### config.mk
export PLATFORM = sky130hd
export DESIGN_NAME = npc_blend
export DESIGN_NICKNAME = d
export VERILOG_FILES = /design/src/sv/npc_pkg.sv /design/src/sv/npc_blend.sv
export SDC_FILE = /design/constraint.sdc
export NUM_CORES = 2
export LEC_CHECK = 0
export ABC_AREA = 1
export BUFFER_PORTS_ARGS = -buffer_cell sky130_fd_sc_hd__buf_2
export CAP_MARGIN = 40
export CORE_ASPECT_RATIO = 0.8
export CORE_UTILIZATION = 30
export DETAILED_ROUTE_END_ITERATION = 10
export SKIP_LAST_GASP = 1
export SYNTH_ARGS = -nofsm -noshare
export SYNTH_HDL_FRONTEND = slang
export SYNTH_SLANG_ARGS = --single-unit
### constraint.sdc
create_clock -name i_clk -period 21.3 [get_ports i_clk]
set_input_delay 0 -clock i_clk [delete_from_list [all_inputs] [get_ports i_clk]]
set_output_delay 0 -clock i_clk [all_outputs]
set_load 0.05 [all_outputs]
### src/sv/npc_pkg.sv
// Shared constants and types of the near-plane polygon clipper.
// No dependencies; the clipper top, the divider, the blend unit and the testbench import this package.
package npc_pkg;

    localparam int MAX_VERTS = 8;
    localparam int NATTR     = 9;
    localparam int STORE_CAP = MAX_VERTS + 1;
    localparam int ATTR_Z    = 2;
    localparam int U_SHIFT   = 30;
    localparam int DIV_STEPS = U_SHIFT + 1;

    localparam int CNT_W  = $clog2(STORE_CAP + 1);
    localparam int ADDR_W = $clog2(STORE_CAP);
    localparam int LOAD_W = $clog2(MAX_VERTS + 1);
    localparam int IDX_W  = $clog2(NATTR);
    localparam int STEP_W = $clog2(DIV_STEPS + 1);
    localparam int U_W    = U_SHIFT + 1;
    localparam int MAG_W  = 33;
    localparam int PROD_W = MAG_W + U_W;

    localparam logic signed [31:0] NEAR_Z_RESET = 32'sd65536;
    localparam logic [U_W-1:0]     U_ONE        = U_W'(1) << U_SHIFT;

    typedef logic [NATTR-1:0][31:0] t_vtx;

    typedef struct packed {
        logic busy;
        logic done;
    } t_div_stat;

endpackage

### src/sv/npc_blend.sv
// Shared lerp unit: registers |a1-a0|*u, rounds and adds to or subtracts from a0.
// Depends on npc_pkg.
module npc_blend import npc_pkg::*; (
    input  logic               i_clk,
    input  logic               i_go,
    input  logic [31:0]        i_a0,
    input  logic [31:0]        i_a1,
    input  logic [U_W-1:0]     i_u,
    output logic [31:0]        o_res
);

    logic [PROD_W-1:0] r_prod;
    logic [31:0]       r_a0;
    logic              r_neg;
    logic [MAG_W-1:0]  d;
    logic [MAG_W-1:0]  mag;
    logic [PROD_W-1:0] rnd;
    logic [31:0]       p;

    assign d   = {i_a1[31], i_a1} - {i_a0[31], i_a0};
    assign mag = d[MAG_W-1] ? (~d + 1'b1) : d;

    always_ff @(posedge i_clk) begin
        if (i_go) begin
            r_prod <= PROD_W'(mag) * PROD_W'(i_u);
            r_a0   <= i_a0;
            r_neg  <= d[MAG_W-1];
        end
    end

    assign rnd   = r_prod + (PROD_W'(1) << (U_SHIFT - 1));
    assign p     = rnd[U_SHIFT +: 32];
    assign o_res = r_neg ? (r_a0 - p) : (r_a0 + p);

endmodule

## Yosys cells after proc, flatten, opt, wreduce, memory -nomap -nowiden

Cells that the tools add are included.

- Flip-flop bits (word level): 95

- Bitwise gates (word level): 1
- $add $sub $neg: 5
- Mux-type cells: 2
- Multiply operators: 1

Operators with widths:

| cell | count |
|---|---|
| adder 62 x 30 -> 62 bit (second input constant) | 1 |
| multiplier 33 x 31 -> 62 bit | 1 |
| adder 33 x 1 -> 33 bit (second input constant) | 1 |
| two-way mux 33 bit | 1 |
| NOT 33 bit | 1 |
| subtractor 32 x 32 -> 33 bit | 1 |
| adder 32 bit | 1 |
| two-way mux 32 bit | 1 |
| subtractor 32 bit | 1 |

## Logic depth before layout (Yosys ltp)

- Depth after elaboration: 5
- Mapped depth: 53
- Mapped depth without buffers: 50

## Least setup slack after synthesis

Ideal clock, no wire load.

- Path kind: input to register
- Start point: in i_a1[0]
- End point: reg r_prod[59], data pin
- Stages on the path: 46
- Setup time: 0.252 ns
- Path slack: 13.032 ns
- Data arrival time: 8.015 ns
- Data required time: 21.048 ns
- Path buffers: 3
- Cells stage by stage: inv_1 -> ha_1 -> fa_1 -> inv_1 -> nand3_1 -> nand2_1 -> nand2_1 -> nand2_1 -> nand3_1 -> nand2_2 -> nand2_1 -> nand2_1 -> nand2_1 -> nand2_4 -> inv_2 -> buf_4 -> buf_6 -> nand3_1 -> [10 not listed] -> fa_1 -> fa_1 -> inv_1 -> fa_1 -> inv_1 -> fa_1 -> inv_1 -> fa_1 -> inv_1 -> ha_1 -> a21oi_1 -> o21ai_0 -> a21oi_1 -> o21ai_0 -> a311oi_1 -> nand2_1 -> nand2_1 -> nand2_1

- Word-level cells in the longest chain between the ends: 5

RTL lines:

| element | line | source |
|---|---|---|
| from (decl) | npc_blend.sv:7 | `input logic [31:0] i_a1,` |
| subtractor 32 x 32 -> 33 bit (*) | npc_blend.sv:20 | `assign d = {i_a1[31], i_a1} - {i_a0[31], i_a0};` |
| net d[32] | npc_blend.sv:15 | `logic [MAG_W-1:0] d;` |
| NOT 33 bit | npc_blend.sv:21 | `assign mag = d[MAG_W-1] ? (~d + 1'b1) : d;` |
| adder 33 x 1 -> 33 bit | npc_blend.sv:21 |  |
| two-way mux 33 bit (*) | npc_blend.sv:21 |  |
| multiplier 33 x 31 -> 62 bit (*) | npc_blend.sv:25 | `r_prod <= PROD_W'(mag) * PROD_W'(i_u);` |
| to (signal assigned) | npc_blend.sv:25 |  |
| to (decl) | npc_blend.sv:12 | `logic [PROD_W-1:0] r_prod;` |

The timed path passes the listed nets; every way through them passes the cells marked *.
A chain may end at the register's enable or synchronous reset.

## Worst setup path in the final report

- Start point: in i_a0[0]
- End point: reg r_prod[61], data pin

- Word-level cells in the longest chain between the ends: 5

RTL lines:

| element | line | source |
|---|---|---|
| from (decl) | npc_blend.sv:6 | `input logic [31:0] i_a0,` |
| subtractor 32 x 32 -> 33 bit (*) | npc_blend.sv:20 |  |
| NOT 33 bit | npc_blend.sv:21 |  |
| adder 33 x 1 -> 33 bit | npc_blend.sv:21 |  |
| two-way mux 33 bit (*) | npc_blend.sv:21 |  |
| multiplier 33 x 31 -> 62 bit (*) | npc_blend.sv:25 |  |

Mark *: on every way between the ends. The rest lies on a longest branch, timed or not.

==> impl_metrics.tcl <==
set metrics [dict create \
    status "finished clean" \
    dieHeight_um 331.1 \
    ys_seq_elements 66 \
    num_vias 34860 \
    worst_pin_slew_ns 0.9552 \
    drv_cap 0 \
    instances_no_fill 7062 \
    cts-root-buf "clkbuf_16" \
    ctsLongestPathBuffers 2 \
    first_iter_violations 3488 \
    rsz0062_at_grt "no" \
    ant_nets 0 \
    via_per_inst 4.936 \
    ys_types 59 \
    synth_area_per_cell_um2 7.780 \
    core_area_mm2 0.1341 \
    wl_um 149400 \
    synth-edff-count 66 \
    htree_levels 3 \
    grt_overflow 0 \
    path_class "in -> reg" \
    hold_violations 0 \
    drive_above_1_share_pct 5.634 \
    setup_tns_ns 0 \
    nets 6581 \
    cp_max_fo 31 \
    maxSlewHeadroom_pct 36.25 \
    numCtsBuffers 9 \
    hold_ws_ns 0.2106 \
    cp-end-kind "flop" \
    grtUsageTotal_pct 22.04 \
    dr.pass1.iters 8 \
    start_util_pct 30.30 \
    drc_errors 0 \
    wl_per_cell_um 21.16 \
    ys_seq_area_share_pct 4.878 \
    post-route-period-util_pct 51.06 \
    ff_latch_area_mm2 0.001982 \
    async_flop_share_pct 0 \
    die_area_mm2 0.1369 \
    dp_hpwl_um 123100 \
    area_delta_synth_final_pct 8.417 \
    cpLargestDelayFamily "adder cells" \
    grt_start_max_net_pins 35 \
    die_w_um 413.4 \
    antenna_found_initial 4 \
    critPathSlowestCell "fa_1" \
    crit_required_ns 21.41 \
    synth_fp_nets 6519 \
    rows 120 \
    grt_pass1_vias 35180 \
    critPathBufInv 8 \
    cts_tree "done" \
    start_kind "input port" \
    finalSetupViolCount 0 \
    drv_slew 0 \
    synthCells 5222 \
    post_cts_buffers 0 \
    fmax_ghz 0.09195 \
    hold_path_class "in -> reg" \
    multi_input_comb_area_mm2 0.03303 \
    synth_flop_cell "edfxtp_1" \
    place_congestion 0.9669 \
    yosys_warnings 0 \
    fin_util_pct 32.85 \
    fin_crit_ns 10.88 \
    grt_pass1_wl_um 223600 \
    pin_count 129 \
    place_inst 7008 \
    syn-cell-area_mm2 0.04063 \
    clk_pin_slew_ns 0.06 \
    clock_sinks 66 \
    slowest_delay_ns 0.60 \
    crit_arrival_ns 10.99 \
    io_buffers 128 \
    fill_cells 14340 \
]
path summary, 6_finish.rpt:
check / start / endpoint / slack (ns) / depth (start not counted)
max: i_a0[0] / r_prod[61] / 10.42 / 41
min: i_go / r_a0[28] / 0.21 / 2
cell families after synthesis:
kind of cell | synth area share (%)
compound gates | 4.648
xor+xnor | 2.960
fa+ha+maj | 53.50
buf+inv | 13.81
flops | 4.878
simple gates | 20.21
layer usage:
metal	wire length, um	vias up	GRT usage [%]	part of all wire (%)
met2	61310	1692	31.81	41
met5	23	-	0	0.015
li1	-	15420	-	-
met1	67650	17500	32.62	45
met3	16090	243	5.234	11
met4	4339	4	5.840	2.9
synthesized netlist by cell type (all sizes together) (6+ instances only):
master     n  area [um2]
edfxtp    66        1982
nor4      13       81.33
o211ai     6       45.04
o21ai    108       559.3
a21oi    162       814.5
nand3     98       515.5
xnor2     47       449.2
nor2     652        2485
nand4     32       200.2
ha       305        3816
clkbuf   102       382.9
a21boi     8       60.05
inv     1276        4792
xor2      83       753.2
fa       895       17920
or2        6       37.54
buf       70       415.4
a31oi     15       93.84
o21bai    12       90.09
nor3      40       259.0
nand2   1174        4502
o21a       8       60.06
nand3b     7       52.55
and3       7       43.79
stage by stage:
| stage | instance area [um2] | worst slack (ns) |
|---|---|---|
| floorplan | 40630 | 13.03 |
| global placement | 43030 | 10.34 |
| detailed placement | 43390 | 10.58 |
| CTS | 44000 | 10.42 |
| global route | 44030 | 9.968 |
| finish | 44040 | 10.42 |
state kept, by name (all words and copies together) (netlist names):
signal  count
r_a0       32
r_prod     33
r_neg       1
cells in the final DEF, fill, tap and decap left out, types with 8 or more instances in the layout:
cell / n
dlygate4sd3_1: 32
buf_4: 46
nand4_1: 32
o21bai_1: 12
inv_1: 1248
o21ai_0: 99
a31oi_1: 15
clkbuf_16: 9
buf_2: 130
a21oi_1: 161
edfxtp_1: 66
buf_16: 12
nand2_1: 1144
nand3_1: 93
xnor2_1: 42
nor4_1: 13
xor2_1: 81
o21a_1: 8
nor2_1: 643
ha_1: 305
inv_2: 27
nor3_1: 32
nand2_2: 26
fa_1: 895
what timing repair did:
action / 4_1_cts / 5_1_grt
hold buffers: 32 / 0
endpoints found under the hold margin: 32 / 0
resized for setup: 0 / 0
cell type report:
cell class | instances | share of cell area (%)
Antenna cell | 4 | 0.02273
Multi-Input combinational cell | 3703 | 75.00
Inverter | 1281 | 10.92
Clock inverter | 5 | 0.1250
Sequential cell | 66 | 4.500
Clock buffer | 11 | 0.5284
Timing Repair Buffer | 223 | 3.875
Tap cell | 1769 | 5.025
Power is not shown: default switching activity piles up to over one toggle a cycle in this logic, so the estimate is an artifact.
