`src/sv/npc_pkg.sv`:
```
// Shared constants and types of the near-plane polygon clipper.
// No dependencies; the clipper top, the divider, the blend unit and the testbench import this package.
package npc_pkg;

    localparam int MAX_VERTS = 8;
    localparam int NATTR     = 9;
    localparam int STORE_CAP = MAX_VERTS + 1;
    localparam int ATTR_Z    = 2;
    localparam int U_SHIFT   = 30;
    localparam int DIV_STEPS = U_SHIFT + 1;

    localparam int CNT_W  = $clog2(STORE_CAP + 1);
    localparam int ADDR_W = $clog2(STORE_CAP);
    localparam int LOAD_W = $clog2(MAX_VERTS + 1);
    localparam int IDX_W  = $clog2(NATTR);
    localparam int STEP_W = $clog2(DIV_STEPS + 1);
    localparam int U_W    = U_SHIFT + 1;
    localparam int MAG_W  = 33;
    localparam int PROD_W = MAG_W + U_W;

    localparam logic signed [31:0] NEAR_Z_RESET = 32'sd65536;
    localparam logic [U_W-1:0]     U_ONE        = U_W'(1) << U_SHIFT;

    typedef logic [NATTR-1:0][31:0] t_vtx;

    typedef struct packed {
        logic busy;
        logic done;
    } t_div_stat;

endpackage

```
`src/sv/npc_divider.sv`:
```
// Restoring divider that forms the clip parameter u = (num << 30) / den, one bit a cycle.
// Depends on npc_pkg.
module npc_divider import npc_pkg::*; (
    input  logic              i_clk,
    input  logic              i_rst_n,
    input  logic              i_start,
    input  logic [MAG_W-1:0]  i_num,
    input  logic [MAG_W-1:0]  i_den,
    output t_div_stat         o_stat,
    output logic [U_W-1:0]    o_quot
);

    logic [MAG_W:0]    r_rem;
    logic [MAG_W-1:0]  r_den;
    logic [U_W-1:0]    r_q;
    logic [STEP_W-1:0] r_cnt;
    logic              r_busy;
    logic              r_done;
    logic              ge;
    logic [MAG_W:0]    rem_sub;

    assign ge      = r_rem >= {1'b0, r_den};
    assign rem_sub = ge ? (r_rem - {1'b0, r_den}) : r_rem;

    always_ff @(posedge i_clk) begin
        if (!i_rst_n) begin
            r_busy <= 1'b0;
            r_done <= 1'b0;
            r_cnt  <= '0;
        end else begin
            r_done <= 1'b0;
            if (i_start) begin
                r_rem  <= {1'b0, i_num};
                r_den  <= i_den;
                r_q    <= '0;
                r_cnt  <= STEP_W'(DIV_STEPS);
                r_busy <= 1'b1;
            end else if (r_busy) begin
                r_q   <= {r_q[U_W-2:0], ge};
                r_rem <= {rem_sub[MAG_W-1:0], 1'b0};
                r_cnt <= r_cnt - 1'b1;
                if (r_cnt == STEP_W'(1)) begin
                    r_busy <= 1'b0;
                    r_done <= 1'b1;
                end
            end
        end
    end

    assign o_stat.busy = r_busy;
    assign o_stat.done = r_done;
    assign o_quot = (r_den == '0) ? '0 : ((r_q > U_ONE) ? U_ONE : r_q);

endmodule

```
`config.mk`:
```
export PLATFORM = sky130hd
export DESIGN_NAME = npc_divider
export DESIGN_NICKNAME = d
export VERILOG_FILES = /design/src/sv/npc_pkg.sv /design/src/sv/npc_divider.sv
export SDC_FILE = /design/constraint.sdc
export NUM_CORES = 1
export LEC_CHECK = 0
export ABC_CLOCK_PERIOD_IN_PS = 2900
export BUFFER_PORTS_ARGS = -buffer_cell sky130_fd_sc_hd__buf_2
export CORE_AREA = 5 5 143 199
export CTS_CLUSTER_DIAMETER = 50
export CTS_CLUSTER_SIZE = 14
export DETAILED_ROUTE_END_ITERATION = 10
export DIE_AREA = 0 0 148 204
export SLEW_MARGIN = 20
export SYNTH_ARGS = -nofsm -noshare
export SYNTH_HDL_FRONTEND = slang
export SYNTH_SLANG_ARGS = --single-unit
```
`constraint.sdc`:
```
create_clock -name i_clk -period 2.9 [get_ports i_clk]
set_input_delay 0.145 -clock i_clk [delete_from_list [all_inputs] [get_ports i_clk]]
set_output_delay 0.145 -clock i_clk [all_outputs]
set_load 0.05 [all_outputs]
```
# --- After elaboration in Yosys (flattened, before gate mapping) ---
# Index checks and enable logic that the tools add are counted.
totals:
  ff_bits: 105
  input_bits: 69
  out_inout_bits: 33
op_classes:
  n_addsub: 2
  order_cmp: 2
  n_eq_ne: 1
  muxes: 12
  bitwise: 2
  reduce_logical: 5
ops:
  columns: ["operator", "n"]
  rows:
  - ["$mux W31", 3]
  - ["$mux W33", 2]
  - ["$ge A34 B33 Y1", 1]
  - ["$mux W34", 1]
  - ["$logic_not A33 Y1", 1]
  - ["$sub A33 B33 Y33", 1]
  - ["$gt A31 B31 Y1 const B", 1]
  - ["$mux W5", 2]
  - ["$eq A5 B1 Y1 const B", 1]
  - ["$sub A5 B1 Y5 const B", 1]
  - ["$mux W1", 4]
  - ["$reduce_and A2 Y1", 2]
  - ["$reduce_or A3 Y1", 1]
  - ["$not A1 Y1", 2]
  - ["$reduce_bool A2 Y1", 1]

# --- Depth between registers and ports, before layout ---
# Gate-level depths: netlist of run 1.
depth:
  word_depth: 4
  depth_mapped: 14
  ltp_nobuf: 13

# --- Worst setup path before layout of run 1 ---
# No wires, ideal clock.
synth_timing:
  path_type: "register to register"
  startpoint: "register r_rem[0]"
  endpoint: "register r_rem[1], data pin"
  setup_time_ps: 260
  t_arrival_ps: 2741
  required_ps: 2640
  path_slack_ps: -101
  stages_incl_launch_ff: 15
  path_buffers: 1
  period_less_slack_ps: 3001
  cell_sequence: "edfxtp_1 inv_1 ha_1 inv_1 fa_1 a21o_1 a221oi_2 o2111ai_1 nand2_1 o21a_2 o31ai_4 a31oi_4 buf_6 mux2i_1 mux2_2"
synth_between:
  elab_chain_len: 4
  elab_cells_between_ends: 5
  classes_between: "add/sub: 1; order compare: 1; mux: 3"
synth_rtl:
  columns: ["item", "line", "rtl"]
  rows:
  - ["start: declaration", "npc_divider.sv:13", "logic [MAG_W:0] r_rem;"]
  - ["start signal: assignment", "npc_divider.sv:33", "r_rem <= {1'b0, i_num};"]
  - ["start signal: assignment", "npc_divider.sv:40", "r_rem <= {rem_sub[MAG_W-1:0], 1'b0};"]
  - ["$sub A33 B33 Y33 / $ge A34 B33 Y1 (equally long branches)", "npc_divider.sv:23, npc_divider.sv:22", null]
  - ["$mux W33 *", "npc_divider.sv:23", "assign rem_sub = ge ? (r_rem - {1'b0, r_den}) : r_rem;"]
  - ["$mux W34 *", "npc_divider.sv:38", "end else if (r_busy) begin"]
  - ["$mux W33 *", "npc_divider.sv:32", "if (i_start) begin"]
# Every way passes the cells marked *; elsewhere a longest branch is shown, timed or not. The select of a mux whose other input is x is not followed.
# A chain may end at the register's enable or synchronous reset.

# --- Final worst setup path of run 1 ---
layout_timing:
  startpoint: "register r_rem[0]"
  endpoint: "register r_rem[25], data pin"
# The elaborated chain is that of the path after synthesis.

==> impl_results.md, run 1 <==
* Outcome: complete, but fails checks
* Failing checks: negative setup slack
* Final setup TNS at -7.00 ns
* Vias per cell at 4.67
* Logic pwr share at 0.331
* Clock Power Share at 0.272
* Most common cell after layout, fill and taps aside: buf_2
* I/O Buffers at 101
* Drt wl/cell at 15.6 um
* Asr flop ratio synth at 0
* Diodes inserted at 0
* Path depth of the worst reg2reg path at 15
* Peak VDD IR at 280 uV
* Most frequent cells in the layout: buf_2 (100), edfxtp_1 (98), buf_4 (94)
* CTS tree: done
* Initial cell density of the core at 0.244
* Worst Slack Setup Final at -0.289 ns
* Antenna-violating nets left at 0
* H-Tree Depth at 3
* Sw frac at 0.332
* DR WL met2 at 8990 um
* RSZ-0062 raised after global routing: true
* Ys flop type: edfxtp_1
* I/O pins at 102
* Syn avg cell area at 10.4 um2
* Startpoint types: flip-flop
* Crit path required time at 3.02 ns
* Count of pins over their slew limit at 0
* Worst Max-Slew Pin Slew at 0.717 ns
* Syn-to-layout area delta at 36.2%
* Register area share after synthesis at 0.475
* Die Span Y at 204 um
* Core area at 0.0266 mm2
* Fin. Hold Viols at 0
* Data arrival time of the worst path at 3.31 ns
* GRT Overall Usage at 0.121
* Clk_skew at 0.0146 ns
* Worst slew margin at 0.522
* Die Wd at 148 um
* Net count of the finished layout at 943
* DR vias at 5466
* Pwr Density at 541 mW/mm2
* Hold path depth at 2
* Final setup viols at 34
* Clock-pin slew on the worst setup and hold paths at 0.09 ns
* Critical-path maximum fanout at 7
* Grt ovf at 0
* Vias in the first global route at 5460
* Post-synth top area share at 0.453
* Worst hold margin at 0.0590 ns
* Post-synth cell types at 61
* Die area at 0.0302 mm2
* Fmax at 314 MHz
* Wire length on met3 at 816 um
* Minimum clock period at 3.19 ns
* Internal power at 3.19 mW
* Post-Syn Area at 0.00649 mm2
* Syn Nets at 730
* Largest net degree at the start of global routing at 71
* Initial antenna violation count at 0
* Tcrit/Tclk final at 1.10
* Post-synthesis register bit count at 105
* Skew-Pair Late Insertion Delay at 0.36 ns
* Switching Power at 1.59 mW
* Max Cap Violations at 0
* Area leader, netlist: edfxtp_1
* Rows at 71
* Post-DP HPWL at 13700 um
* Setup crit end kind: flip-flop
* Routed metal-1 wirelength at 7900 um
* # DRC at 0
* Cells after Synth at 625
* Yosys warns at 0
* Clock sink total at 105
* DRT iter0 DRCs at 246
* Synth area leaders: edfxtp_1 (45%), ha_1 (6.7%), nor2b_1 (4.1%), and2_1 (3.1%), nand2_1 (2.8%)
* Number of synthesized flops with an enable pin at 98
* Seq pwr share at 0.397
* Leakage power at 3.70 nW
* Total wire length at 18300 um
* Critical path class: reg -> reg
* CTS max path bufs at 2
* Share of layout cells above drive strength 1 at 0.288
* Tot Pwr at 4.78 mW
* Num CTS Buffers at 9
* Root buffer cell: clkbuf_16
* Max layer used: met4
* Placer Congestion at 0.857
* First-pass DRT Iterations at 5
* First-pass GRT wire length at 28600 um
* HP Class: in -> reg
[per-stage QoR]
step / instance area [um2] / instances / util / setup WS [ns]
6_report: 8840 / 1171 / 0.333 / -0.289
5_1_grt: 8840 / 1171 / 0.333 / -0.380
4_1_cts: 8770 / 1168 / 0.330 / -0.260
3_5_place_dp: 7890 / 1100 / 0.297 / -0.317
3_3_place_gp: 7890 / 1100 / 0.297 / -0.231
2_1_floorplan: 6490 / 625 / - / -0.0765
[per-layer routing]
layer,vias up,GRT usage
met5,-,0
met4,0,0.0466
met3,33,0.0189
met2,161,0.214
met1,2539,0.147
li1,2733,-
[area by class of cell]
cell class	count	area [um2]
inverter	41	154
fill	2684	17700
sequential	105	3080
tap	328	410
multi-input combinational	444	3200
clock buffer	9	225
timing repair buffer	237	1680
clock inverter	7	91.3
[final timing paths]
path	from	endpoint	slack, ns
worst max-delay path	r_rem[0]	r_rem[25]	-0.29
worst min-delay path	i_num[0]	r_rem[0]	0.06
worst max register to register	r_rem[0]	r_rem[25]	-0.29
worst min register to register	r_q[3]	r_q[4]	0.60
[cells by family (layout without fill, tap and decap cells)]
group	count (synthesis)	count (layout)	synth area share
AO/OA/AOI/OAI	143	143	0.154
adder cells (fa/ha/maj)	36	36	0.0705
flip-flops	105	105	0.475
AND/OR/NAND/NOR	223	223	0.193
multiplexers	11	11	0.0172
XOR/XNOR	31	31	0.0418
buffers and inverters	76	294	0.0480
[timing repair]
action | 4_1_cts | 5_1_grt
hold endpoints to repair | 33 | 0
cloned | 2 | 0
endpoints found under the setup margin | 38 | 64
pin swaps | 10 | 13
gates resized for setup | 19 | 19
buffers inserted | 17 | 6
hold buffers | 33 | 0
[worst max-delay path, cell delays in order, from the launching register on]
cell and delay (ns):
edfxtp_1 0.39, inv_2 0.09, ha_4 0.13, inv_2 0.04
fa_2 0.34, a21o_1 0.19, a221oi_2 0.37, o2111ai_1 0.16
nand2_1 0.12, o21a_2 0.18, o31ai_4 0.07, a31oi_4 0.24
buf_6 0.17, buf_12 0.13, nor3_1 0.05, a221o_1 0.28
[synth_stat cells, drive strengths merged (9+ instances only)]
library cell and number:
mux2i 10, nand3b 13, xnor2 15, ha 35, nor3 10, clkbuf 24, o21ai 28, edfxtp 98
o21a 14, buf 11, a21oi 29, nor2 15, nand3 10, o311ai 10, and2 32, nor2b 43
xor2 16, inv 41, nand2 49, nor4 16, a21o 14, nand4 9
[flip-flops by register name, summed over array words and instances (netlist names)]
| signal | flops |
|---|---|
| r_cnt | 5 |
| r_rem | 34 |
| r_done | 1 |
| r_q | 31 |
| r_den | 33 |
| r_busy | 1 |
[power by group through the flow]
stage                     Sequential (mW)  Clock [mW]  Combinational (mW)
after floorplan                      1.90           0               0.935
after global placement               1.93           0                1.41
after detailed placement             1.93           0                1.42
after CTS                            1.90        1.35                1.56
after global routing                 1.92        1.40                1.73
final                                1.90        1.30                1.58
No activity file was read; power rests on OpenSTA's default activity.
==> run 2, diff against run 1 <==
--- a/config.mk
+++ b/config.mk
@@ -12,6 +12,7 @@
 export CTS_CLUSTER_SIZE = 14
 export DETAILED_ROUTE_END_ITERATION = 10
 export DIE_AREA = 0 0 148 204
+export SKIP_LAST_GASP = 1
 export SLEW_MARGIN = 20
 export SYNTH_ARGS = -nofsm -noshare
 export SYNTH_HDL_FRONTEND = slang
==> run 2 against run 1 <==
The run still ends with negative setup slack left. Register-to-register slack barely moved. Hold slack got worse by 0.00085 ns. Global-route usage did not move. Die area did not move. Via count barely moved. Critical endpoint unchanged. Clock skew rose by 0.0014 ns.
==> impl_results.md, run 2 (synthesis results as in run 1) <==
* Outcome: complete, but fails checks
* Failing checks: negative setup slack
* GRT Overall Usage at 0.121 (unchanged)
* Die Span Y at 204 um (unchanged)
* Vias in the first global route at 5460 (unchanged)
* Placer Congestion at 0.857 (unchanged)
* DRT iter0 DRCs at 261 (+6.1%)
* Clk_skew at 0.0160 ns (+0.00137 ns)
* Data arrival time of the worst path at 3.31 ns (about the same)
* Core area at 0.0266 mm2 (unchanged)
* Root buffer cell: clkbuf_16
* RSZ-0062 raised after global routing: true
* Initial antenna violation count at 0 (unchanged)
* Total wire length at 18200 um (-0.37%)
* CTS max path bufs at 2 (unchanged)
* Crit path required time at 3.02 ns (about the same)
* Pwr Density at 541 mW/mm2 (about the same)
* Critical-path maximum fanout at 7 (unchanged)
* Net count of the finished layout at 943 (unchanged)
* Final setup viols at 34 (unchanged)
* Initial cell density of the core at 0.244 (unchanged)
* Syn-to-layout area delta at 36.0%
* Startpoint types: flip-flop
* Tcrit/Tclk final at 1.10 (about the same)
* Peak VDD IR at 279 uV (-0.28%)
* Most common cell after layout, fill and taps aside: buf_2
* Clock sink total at 105 (unchanged)
* Diodes inserted at 0 (unchanged)
* First-pass DRT Iterations at 4 (-1)
* Minimum clock period at 3.19 ns (+0.00108 ns)
* Worst Max-Slew Pin Slew at 0.719 ns (+0.00198 ns)
* # DRC at 0 (unchanged)
* Share of layout cells above drive strength 1 at 0.287 (-0.00119)
* Drt wl/cell at 15.5 um (-0.37%)
* Num CTS Buffers at 9 (unchanged)
* I/O pins at 102 (unchanged)
* Die area at 0.0302 mm2 (unchanged)
* H-Tree Depth at 3 (unchanged)
* Setup crit end kind: flip-flop
* Worst Slack Setup Final at -0.290 ns (-0.00107 ns)
* Reg with most FFs: r_rem
* Grt ovf at 0 (unchanged)
* First-pass GRT wire length at 28600 um (unchanged)
* DR vias at 5462 (-0.073%)
* Count of pins over their slew limit at 0 (unchanged)
* Largest net degree at the start of global routing at 71 (unchanged)
* Post-Layout Inst Area at 0.00883 mm2 (-0.17%)
* Biggest regs: r_rem x34, r_den x33, r_q x31
* Most frequent cells in the layout: buf_2 (100), edfxtp_1 (98), buf_4 (94)
* HP Class: in -> reg
* Worst hold margin at 0.0582 ns (-0.000854 ns)
* Post-DP HPWL at 13700 um (unchanged)
* Antenna-violating nets left at 0 (unchanged)
* Vias per cell at 4.66 (about the same)
* Rows at 71 (unchanged)
* CTS tree: done
* Max Cap Violations at 0 (unchanged)
* Tot Pwr at 4.78 mW (-0.13%)
* I/O Buffers at 101 (unchanged)
* Die Wd at 148 um (unchanged)
* Post-DP Area at 0.00789 mm2 (unchanged)
* Critical path class: reg -> reg
* Leakage power at 3.70 nW (about the same)
* Final setup TNS at -7.06 ns (-0.0691 ns)
* Fmax at 314 MHz (about the same)
* Worst slew margin at 0.521 (-0.00132)
* FF-to-FF setup slack at -0.29 ns (about the same)
* Number of flip-flops in the largest register at 34 (unchanged)
* Filler Cells Inserted at 2685 (+0.037%)
* Skew-Pair Late Insertion Delay at 0.37 ns (about the same)
* Fin. Hold Viols at 0 (unchanged)
* Clock-pin slew on the worst setup and hold paths at 0.09 ns (about the same)
[run 2: worst max-delay path: stages, from the launching register on]
cell and delay [ns]:
edfxtp_1 0.39, inv_2 0.09, ha_4 0.13, inv_2 0.04, fa_2 0.34, a21o_1 0.19, a221oi_2 0.36, o2111ai_1 0.16
nand2_1 0.12, o21a_2 0.18, o31ai_4 0.07, a31oi_4 0.24, buf_6 0.17, buf_12 0.13, nor3_1 0.05, a221o_1 0.28
[run 2: per-layer routing]
layer | vias to the layer above | part of all wire | track usage
met5 | - | 0 | 0
met4 | 0 | 0.031 | 0.0466
met3 | 30 | 0.042 | 0.0189
met2 | 142 | 0.49 | 0.214
met1 | 2558 | 0.43 | 0.147
li1 | 2732 | - | -
[run 2: final timing paths]
check,startpoint,to,cells past startpoint
worst max register to register,r_rem[0],r_rem[25],15
worst max-delay path,r_rem[0],r_rem[25],15
worst min-delay path,i_num[0],r_rem[0],2
worst min register to register,r_q[3],r_q[4],1
[run 2: cell type report]
class	count	area, um2	area share
multi-input combinational	444	3180	0.361
sequential	105	3080	0.349
timing repair buffer	237	1680	0.190
tap	328	410	0.0465
clock buffer	9	225	0.0255
inverter	41	154	0.0174
clock inverter	7	91.3	0.0103
[run 2: where the power goes]
group          total [mW]  switching, mW  internal, mW
Sequential           1.90         0.0855          1.81
Combinational        1.57          0.821         0.751
Clock                1.30          0.676         0.626
[run 2: metrics by stage]
| step | worst slack, ns | instances | utilization |
|---|---|---|---|
| CTS | -0.260 | 1168 | 0.330 |
| floorplan | -0.0765 | 625 | - |
| global placement | -0.231 | 1100 | 0.297 |
| global route | -0.380 | 1171 | 0.332 |
| detailed placement | -0.317 | 1100 | 0.297 |
| finish | -0.290 | 1171 | 0.332 |
[run 2: repair_timing]
action / in CTS / in global routing
gates resized for setup: 19 / 17
setup buffers: 17 / 6
endpoints found under the hold margin: 33 / 0
endpoints found under the setup margin: 38 / 64
pin swaps: 10 / 13
gates cloned: 2 / 0
hold buffers: 33 / 0
==> run 3, diff against run 2 <==
--- a/config.mk
+++ b/config.mk
@@ -5,7 +5,7 @@
 export SDC_FILE = /design/constraint.sdc
 export NUM_CORES = 1
 export LEC_CHECK = 0
-export ABC_CLOCK_PERIOD_IN_PS = 2900
+export ABC_CLOCK_PERIOD_IN_PS = 4100
 export BUFFER_PORTS_ARGS = -buffer_cell sky130_fd_sc_hd__buf_2
 export CORE_AREA = 5 5 143 199
 export CTS_CLUSTER_DIAMETER = 50
==> constraint.sdc (replaced) <==
create_clock -name i_clk -period 4.1 [get_ports i_clk]
set_input_delay 0.205 -clock i_clk [delete_from_list [all_inputs] [get_ports i_clk]]
set_output_delay 0.205 -clock i_clk [all_outputs]
set_load 0.05 [all_outputs]
==> run 3 against run 2 <==
The run now ends clean. Register-to-register slack better by 0.91 ns. Clock power is 28% lower. Clock skew is 0.00058 ns lower. Critical path depth stayed put. Sequential power is 29% lower. First-iteration DRC count is 5.7% lower. Critical path type unchanged. Largest cell class unchanged. Highest routed layer unchanged.
==> impl_results.md, run 3 (synthesis results as in run 1) <==
* Path depth of the worst reg2reg path at 15 (unchanged)
* Final setup TNS at 0 ns (+7.06 ns)
* Final setup viols at 0 (-100%)
* Leakage power at 3.11 nW (-16%)
* Reg with most FFs: r_rem
* Placer Congestion at 0.850 (-0.78%)
* Core area at 0.0266 mm2 (unchanged)
* Filler Cells Inserted at 2745 (+2.2%)
* Initial antenna violation count at 0 (unchanged)
* Largest net degree at the start of global routing at 87 (+23%)
* Share of layout cells above drive strength 1 at 0.186 (-0.101)
* Vias per cell at 4.75 (+1.9%)
* Clk_skew at 0.0154 ns (-0.000576 ns)
* Root buffer cell: clkbuf_16
* Logic pwr share at 0.275 (-0.054)
* Drt wl/cell at 15.8 um (+1.6%)
* Clock Power Share at 0.297 (+0.024)
* Rows at 71 (unchanged)
* I/O Buffers at 101 (unchanged)
* Switching Power at 1.03 mW (-35%)
* GRT Overall Usage at 0.110 (-0.0109)
* Startpoint types: flip-flop
* # resized after CTS at 0 (-19)
* Tcrit/Tclk final at 0.849 (-0.251)
* I/O pins at 102 (unchanged)
* Hold path depth at 1 (-1)
* Minimum clock period at 3.48 ns (+0.292 ns)
* First-pass DRT Iterations at 5 (+1)
* Clock sink total at 105 (unchanged)
* Number of flip-flops in the largest register at 34 (unchanged)
* Peak VDD IR at 201 uV (-28%)
* Fin util at 0.291 (-0.0414)
* DR vias at 4998 (-8.5%)
* CTS tree: done
* Count of pins over their slew limit at 0 (unchanged)
* Post-Layout Inst Area at 0.00773 mm2 (-12%)
* Final std cells w/o fill at 1052 (-10%)
* Post-DP Area at 0.00732 mm2 (-7.2%)
* Syn-to-layout area delta at 19.1%
* Outcome: finished, final reports clean
* Pwr Density at 406 mW/mm2 (-25%)
* Initial cell density of the core at 0.244 (unchanged)
* Grt ovf at 0 (unchanged)
* H-Tree Depth at 3 (unchanged)
* First-pass GRT wire length at 26200 um (-8.6%)
* Worst Max-Slew Pin Slew at 0.783 ns (+0.0645 ns)
* Fmax at 287 MHz (-8.4%)
* Die Wd at 148 um (unchanged)
* Max Cap Violations at 0 (unchanged)
* CTS max path bufs at 2 (unchanged)
* # DRC at 0 (unchanged)
* DRT iter0 DRCs at 246 (-5.7%)
* Worst slew margin at 0.478 (-0.0430)
* Footprint of the multi-input gates at 0.00310 mm2 (-2.7%)
* Total wire length at 16600 um (-8.8%)
* HP Class: in -> reg
* Die Span Y at 204 um (unchanged)
* Fin. Hold Viols at 0 (unchanged)
* Sw frac at 0.329 (-0.00292)
* Skew-Pair Late Insertion Delay at 0.36 ns (about the same)
* Antenna-violating nets left at 0 (unchanged)
* RSZ-0062 raised after global routing: false
* Setup crit end kind: flip-flop
* Critical-path maximum fanout at 23 (+16)
* Clock-pin slew on the worst setup and hold paths at 0.08 ns (about the same)
* Cell count after placement at 1028 (-6.5%)
* FF/Latch Area at 0.00308 mm2 (unchanged)
* Biggest regs: r_rem x34, r_den x33, r_q x31
* Post-DP HPWL at 12700 um (-7.6%)
* Num CTS Buffers at 9 (unchanged)
* Crit path required time at 4.21 ns (+1.19 ns)
* Critical path class: reg -> reg
* Most frequent cells in the layout: buf_2 (100), edfxtp_1 (98), nand2_1 (49)
* Most common cell after layout, fill and taps aside: buf_2
* Diodes inserted at 0 (unchanged)
* Vias in the first global route at 4961 (-9.1%)
* Die area at 0.0302 mm2 (unchanged)
* Net count of the finished layout at 824 (-13%)
* Seq pwr share at 0.428 (+0.030)
* Data arrival time of the worst path at 3.60 ns (+0.29 ns)
* Internal power at 2.11 mW (-34%)
* Tot Pwr at 3.14 mW (-34%)
==> run 3: cell count changes in the layout (fill, tap and decap cells not counted), sizes merged <==
cell	change
clkbuf	+1
dlygate4sd3	-25
inv	-1
buf	-94
==> run 3: critical path, cell delays in order (launching register included) <==
cell and delay, ns:
edfxtp_1 0.36, inv_1 0.08, ha_1 0.16, inv_1 0.06, fa_1 0.40, a21o_1 0.22
a221oi_2 0.24, buf_4 0.18, o2111ai_1 0.10, nand2_1 0.17, o21a_2 0.18, o31ai_4 0.09
a31oi_4 0.28, buf_4 0.32, nor4_1 0.09, a221o_1 0.29
==> run 3: final cells by class <==
class                   instances  share of cell area
multi-input cells             444               0.401
flip-flops and latches        105               0.399
repair buffers                118              0.0848
well taps                     328              0.0531
clock buffers                  10              0.0324
inverters                      41              0.0199
clock inverters                 6              0.0100
==> run 3: layer usage <==
layer | share of wire | wire [um] | up-vias | track usage
met5 | 0 | 0 | - | 0
met4 | 0.037 | 620 | 0 | 0.0528
met3 | 0.052 | 872 | 36 | 0.0215
met2 | 0.47 | 7860 | 158 | 0.183
met1 | 0.44 | 7260 | 2304 | 0.137
li1 | - | - | 2500 | -
==> run 3: power by group through the flow <==
stage	sequential, mW	clock [mW]	combinational [mW]
after global routing	1.35	1.01	0.956
after floorplan	1.34	0	0.661
after CTS	1.34	0.965	0.865
final	1.34	0.931	0.862
after detailed placement	1.37	0	0.855
after global placement	1.37	0	0.849
==> run 3: path summary, 6_finish.rpt <==
check	start	to	slack, ns
hold / removal	i_den[29]	r_den[29]	0.01
setup / recovery	r_rem[0]	r_rem[4]	0.62
setup reg to reg	r_rem[0]	r_rem[4]	0.62
hold reg to reg	r_q[7]	r_q[8]	0.61
==> run 3: metrics by stage <==
| step | hold slack [ns] | setup slack [ns] |
|---|---|---|
| after floorplan | 0.304 | 1.10 |
| final | 0.0145 | 0.618 |
| after global placement | 0.382 | 0.710 |
| after global routing | 0.000145 | 0.360 |
| after detailed placement | 0.383 | 0.653 |
| after CTS | 0.000128 | 0.626 |
==> run 3: repair_timing <==
item / in CTS / in global routing
hold buffers: 8 / 0
endpoints found under the hold margin: 8 / 0
buffers inserted: 0 / 0
